### src/design/ola_pkg.sv
`timescale 1ns / 1ps
`default_nettype none
// ----------------------------------------------------------------------------
// ola_pkg: shared types and constants for the ordered array list engine
// Holds the store geometry, the word structs of both channels, the mode and
// status codes, the controller states and the per-cell control bundle.
// ----------------------------------------------------------------------------
package ola_pkg;

  localparam int DEPTH     = 256;
  localparam int IDX_BITS  = (DEPTH > 1) ? $clog2(DEPTH) : 1;
  localparam int CNT_BITS  = $clog2(DEPTH + 1);
  localparam int LEAVES    = 1 << IDX_BITS;
  // compare width that holds a position, a count and a capacity register value
  localparam int CMP_BITS  = (CNT_BITS > 9) ? CNT_BITS : 9;
  localparam int DATA_BITS = 32;

  localparam logic [2:0] MODE_APPEND = 3'd0;
  localparam logic [2:0] MODE_INSERT = 3'd1;
  localparam logic [2:0] MODE_GET    = 3'd2;
  localparam logic [2:0] MODE_DELETE = 3'd3;
  localparam logic [2:0] MODE_EDIT   = 3'd4;
  localparam logic [2:0] MODE_SEARCH = 3'd5;

  localparam logic [1:0] STATUS_OK        = 2'd0;
  localparam logic [1:0] STATUS_UNDERFLOW = 2'd1;
  localparam logic [1:0] STATUS_BAD_INDEX = 2'd2;
  localparam logic [1:0] STATUS_FULL      = 2'd3;

  typedef struct packed {
    logic [2:0]                  mode;
    logic [7:0]                  position;
    logic signed [DATA_BITS-1:0] word;
  } req_t;

  typedef struct packed {
    logic [1:0]                  status;
    logic signed [DATA_BITS-1:0] read_word;
    logic                        found;
    logic [7:0]                  found_position;
    logic [8:0]                  entry_count;
    logic [8:0]                  current_capacity;
  } rsp_t;

  typedef enum logic [1:0] {
    ST_IDLE,
    ST_EVAL,
    ST_COMMIT
  } state_t;

  typedef enum logic [1:0] {
    CELL_HOLD,
    CELL_WRITE,
    CELL_INSERT,
    CELL_DELETE
  } cell_op_t;

  typedef struct packed {
    cell_op_t              op;
    logic                  probe;
    logic                  search;
    logic [IDX_BITS-1:0]   pos;
    logic [DATA_BITS-1:0]  key;
    logic [CNT_BITS-1:0]   count;
  } cell_ctrl_t;

endpackage
`default_nettype wire

### src/design/ola_cell.sv
`timescale 1ns / 1ps
`default_nettype none
// ----------------------------------------------------------------------------
// ola_cell: one entry of the list store
// Holds one word, takes its left or right neighbor on insert and delete
// shifts, and registers a hit flag for position or value matches.
// ----------------------------------------------------------------------------
module ola_cell (
  input  wire logic                          clk,
  input  wire logic [ola_pkg::IDX_BITS-1:0]  idx,
  input  wire ola_pkg::cell_ctrl_t           ctrl,
  input  wire logic [ola_pkg::DATA_BITS-1:0] prev_data,
  input  wire logic [ola_pkg::DATA_BITS-1:0] next_data,
  output logic      [ola_pkg::DATA_BITS-1:0] data,
  output logic                               hit
);

  logic [ola_pkg::DATA_BITS-1:0] data_next;
  logic                          hit_next;
  logic                          at_pos;
  logic                          above_pos;

  assign at_pos    = (idx == ctrl.pos);
  assign above_pos = (idx > ctrl.pos);

  always_comb begin
    data_next = data;
    case (ctrl.op)
      ola_pkg::CELL_WRITE: begin
        if (at_pos) data_next = ctrl.key;
      end
      ola_pkg::CELL_INSERT: begin
        if (above_pos)   data_next = prev_data;
        else if (at_pos) data_next = ctrl.key;
      end
      ola_pkg::CELL_DELETE: begin
        if (above_pos || at_pos) data_next = next_data;
      end
      default: begin
        data_next = data;
      end
    endcase
  end

  // value match only counts for live entries
  assign hit_next = ctrl.search
                  ? ((ola_pkg::CNT_BITS'(idx) < ctrl.count) && (data == ctrl.key))
                  : at_pos;

  always_ff @(posedge clk) begin
    data <= data_next;
    if (ctrl.probe) hit <= hit_next;
  end

endmodule
`default_nettype wire

### config.mk
export PLATFORM = sky130hd
export DESIGN_NAME = ola_cell
export DESIGN_NICKNAME = d
export VERILOG_FILES = /design/src/design/ola_pkg.sv /design/src/design/ola_cell.sv
export SDC_FILE = /design/constraint.sdc
export NUM_CORES = 1
export LEC_CHECK = 0
export BUFFER_PORTS_ARGS = -buffer_cell sky130_fd_sc_hd__clkbuf_2
export CORE_MARGIN = 2
export CORE_UTILIZATION = 45
export DETAILED_ROUTE_END_ITERATION = 10
export GPL_TIMING_DRIVEN = 1
export PLACE_DENSITY = 0.93
export SYNTH_ARGS = -nofsm -noshare
export SYNTH_HDL_FRONTEND = slang
export SYNTH_SLANG_ARGS = --single-unit
### constraint.sdc
create_clock -name clk -period 4.1 [get_ports clk]
set_input_delay 0.82 -clock clk [delete_from_list [all_inputs] [get_ports clk]]
set_output_delay 0.82 -clock clk [all_outputs]
set_load 0.02 [all_outputs]
# Word-level counts from Yosys, hierarchy flattened
# Index checks and enable logic that the tools add are counted.
# totals
reg_bits	33
output_inout_bits	33
# classes
n_lt_le_gt_ge	2
eq_ne	6
mux	5
reduce_logical	4
# ops
op	n
$mux 32	3
$pmux 32 s3	1
$eq 32x32->1	1
$lt 8x9->1	1
$eq 8x8->1	1
$gt 8x8->1	1
$eq 2x2->1 const B	2
$reduce_bool 3->1	1
$eq 2x1->1 const B	1
$ne 2x2->1 const B	1
$reduce_and 2->1	1
$logic_and 1x1->1	1
$logic_or 1x1->1	1
$mux 1	1

# Logic depth before layout (Yosys ltp)
# depth
ltp_word	4
mapped_depth	10
ltp_nobuf	7

# Worst setup path after synthesis
# Ideal clock, no wire load.
# synth_path
path_kind	input-to-reg
startpoint	input ctrl[51] (netlist name)
endpoint	register data[0] (netlist name), enable pin
setup_ns	0.435
arrival_ns	3.209
required_time_ns	3.665
slack_ns	0.456
cell_stages	4
path_buffers	2
path_cell_list	ha_1 clkbuf_1 clkbuf_1 mux2i_1
# synth_between
elab_chain_cells	3
# synth_lines
item	line_no	text
start: declaration	ola_cell.sv:11	input wire ola_pkg::cell_ctrl_t ctrl,
$eq 2x2->1 or $eq 2x1->1 (tied branches)	ola_cell.sv:28	case (ctrl.op)
$ne 2x2->1 (no source line) or $reduce_bool 3->1 (tied branches)	-	
$reduce_and 2->1 (no source line) (*)	-	
end signal: assignment	ola_cell.sv:51	data <= data_next;
end: declaration	ola_cell.sv:14	output logic [ola_pkg::DATA_BITS-1:0] data,
# Every way passes the cells marked *; elsewhere a longest branch is shown, timed or not.
# A chain may end at the register's enable or synchronous reset.

# Worst setup path after layout
# layout_path
startpoint	input ctrl[44] (netlist name)
endpoint	register data[3] (netlist name) (data pin)
# layout_between
elab_chain_cells	4
# layout_lines
item	line_no	text
parallel branches: the longest is 3 deep, another holds $gt 8x8->1	-	
$pmux 32 s3 (*)	ola_cell.sv:28	
named net data_next, one bit	ola_cell.sv:18	logic [ola_pkg::DATA_BITS-1:0] data_next;
# Mark *: on every way through the listed nets, which the timed path passes.

==> results.md <==
- Count of boundary I/O pins: 159
- Worst hold path depth: 1
- Synth Register Bits: 33
- Buf+Inv Stages, Crit Path: 2
- Post-detailed-placement cell area: 0.00360 mm^2
- Proportion of netlist area held by the largest area contributor: 0.357
- Dominant cell type by area after synthesis: sky130_fd_sc_hd__edfxtp_1
- Number of buffer cells added on primary ports: 158
- FP Rows: 28
- Critical Path RT: 4.13 ns
- Critical Path, Cell by Cell: clkbuf_2, inv_1, ha_1, nand4_2, nor2_4, and3b_1, or2_1, a221o_1
- Unrepaired setup endpoints after global routing: false
- # placed instances: 476
- Overall Global Routing Usage: 0.243
- Status: finished, final reports clean
- Origin of the worst min-delay path: ctrl[50]
- Worst supply voltage drop on vdd: 0.201 mV
- Proportion of layout cells with a drive suffix above 1: 0.434
- Detailed router's first-iteration violation count: 141
- Half-perimeter wire length after detailed placement: 6610 um
- Power per cell area: 335 mW/mm^2
- Count of antenna-violating nets left after detailed routing: 0
- First-pass GRT wire length: 12400 um
- Number of endpoints failing setup at the final stage: 0
- Overall routed net length: 8540 um
- Vert. Die Dim: 82.5 um
- Quantity of gates resized following cts: 0
- Count of flip-flops with a built-in enable after synthesis: 33
- Global-route congestion overflow total: 0
- Worst Hold Slack: 0.736 ns
- Syn_nets: 403
- Final cell area excluding filler cells: 0.00371 mm^2
- WS Path Type: input pin to register
- Number of vias after detailed routing: 2793
- FF-to-FF End: hit
- Hold buffer count at cts: 0
- Average via count per standard cell: 5.78
- TritonCTS Buffers: 5
- Max H-tree Level: 2
- Cell count of the worst reg-to-reg path: 5
- Period minus WS final: 2.83 ns
- Area growth from synthesis to final layout: 33.7%
- Setup fix buffers added after clock tree synthesis: 0
- Placeable core region: 0.00596 mm^2
- TritonCTS clock tree: yes
- Placer Congestion: 0.781
- CP peak stage delay: 0.61 ns
- Via count of the first global-routing pass: 2652
- Horizontal die dimension: 82.5 um
- Leakage: 1.68 nW
- Final net count: 551
- Slew Viols, Final: 0
- Sequential element share of the synthesized area: 0.357
- Pin slew with the least headroom to its limit: 1.22 ns
- Final cell utilization of the core: 0.623
- Number of standard cells after synthesis: 260
- Count of unresolved DRC violations after routing: 0
- Cell at the slowest stage of the critical path: sky130_fd_sc_hd__or2_1
- Setup slack of the worst register-to-register path: 2.16 ns
- Path category of the worst min-delay check: input pin to register
- Crit path arrival time: 2.85 ns
- Netlist cell types: 28
- Crit path capture type: register
- Final non-filler cell total: 483
- FMAX: 354 MHz
- Top post-synthesis cells by area: sky130_fd_sc_hd__edfxtp_1, sky130_fd_sc_hd__mux2i_1, sky130_fd_sc_hd__a221o_1
- Number of buffers on the longest clock path: 2
- Clock root buffer master: sky130_fd_sc_hd__clkbuf_8
- CTS Sinks: 33
- Initial core utilization: 0.466
- Die Outline Area: 0.00681 mm^2
- Async SR Flop Fraction: 0
- Count of yosys warnings during synthesis: 0
- Cell with the most instances after synthesis: sky130_fd_sc_hd__nor4_1
- Worst slew margin relative to its limit: 0.167
- Detailed-routing iteration count for the pre-antenna-repair pass: 5
- Post-route clock period utilization: 0.689
- Insertion delay of the later-clocked pin in the worst-skew pair: 0.28 ns
- Top cells by count, synth: sky130_fd_sc_hd__nor4_1, sky130_fd_sc_hd__edfxtp_1, sky130_fd_sc_hd__mux2i_1, sky130_fd_sc_hd__a221o_1, sky130_fd_sc_hd__xor2_1
- Worst r2r src: data[9]
- Clock edge transition at the registers on the reported setup and hold paths: 0.07 ns
- Final number of hold-violating endpoints: 0
- Capture endpoint of the worst hold path: hit
- Mean instance size in the synthesized netlist: 10.7 um^2
- Critical path launch point type: input pin
- Number of antenna violations at the first check in global routing: 0
- Count of antenna diodes in the layout: 0
- Setup TNS after final layout: 0 ns
- Critical path peak fanout: 32
- Wirelength per Cell: 17.7 um
- CP delay by family, top: simple AND/OR/NAND/NOR gates
- Most used flip-flop cell after synthesis: sky130_fd_sc_hd__edfxtp_1
- Final clock skew: 0.00526 ns
- Maximum number of pins on one net before global-route repair: 35
- Netlist area before placement: 0.00277 mm^2
- # Max-Cap Violations: 0
registers in the layout, summed over array words and instances, names as in the netlist:
name and flops:
hit 1, data 32
how the worst max path moves through the flow:
stage                     cells past startpoint     start  slack (ns)       end
after CTS                                     8  ctrl[44]        1.27  data[14]
after global placement                        8  ctrl[44]        1.07  data[22]
final                                         8  ctrl[44]        1.27   data[3]
after detailed placement                      8  ctrl[44]        0.97  data[11]
after global routing                          8  ctrl[48]        1.11  data[14]
after floorplan                               4  ctrl[51]        0.46   data[0]
power by group:
part	leakage [nW]	total, mW	internal (mW)	switching (mW)
Sequential	0.324	0.498	0.449	0.0491
Clock	0.0540	0.299	0.177	0.122
Combinational	1.30	0.444	0.196	0.247
logic make-up (layout without fill, tap and decap cells):
family          Yosys count  count (layout)  share of synthesized area
simple gates             59              59                      0.137
compound gates           47              47                      0.146
buf+inv                  39             187                     0.0627
mux                      33              33                      0.119
flops                    33              33                      0.357
xor+xnor                 32              32                      0.101
fa+ha+maj                17              17                     0.0767
final cells by class:
type | count | area (um^2)
fillers | 506 | 2250
repair buffers | 163 | 828
clock inverters | 2 | 35.0
multi-input cells | 188 | 1630
well taps | 75 | 93.8
inverters | 17 | 63.8
flip-flops and latches | 33 | 991
clock buffers | 5 | 68.8
stage by stage:
stage,setup slack [ns],total power [mW]
final,1.27,1.24
after global routing,1.11,1.31
after CTS,1.27,1.25
after detailed placement,0.972,0.949
after global placement,1.07,0.929
after floorplan,0.456,0.769
layout by cell type, fill, tap and decap left out, types with 3 or more instances in the layout:
cell,n
sky130_fd_sc_hd__xnor2_1,9
sky130_fd_sc_hd__nand3_1,3
sky130_fd_sc_hd__edfxtp_1,33
sky130_fd_sc_hd__nand4_1,4
sky130_fd_sc_hd__xor2_1,23
sky130_fd_sc_hd__inv_1,17
sky130_fd_sc_hd__clkbuf_8,5
sky130_fd_sc_hd__nor4_1,38
sky130_fd_sc_hd__clkbuf_2,158
sky130_fd_sc_hd__a21oi_1,8
sky130_fd_sc_hd__a221o_1,32
sky130_fd_sc_hd__mux2i_1,32
sky130_fd_sc_hd__buf_4,5
sky130_fd_sc_hd__ha_1,17
per-layer routing:
layer,part of all wire,track usage
met1,0.39,0.289
met2,0.51,0.443
met3,0.083,0.0370
met4,0.012,0.0820
met5,0,0
No activity file was read; power rests on OpenSTA's default activity.
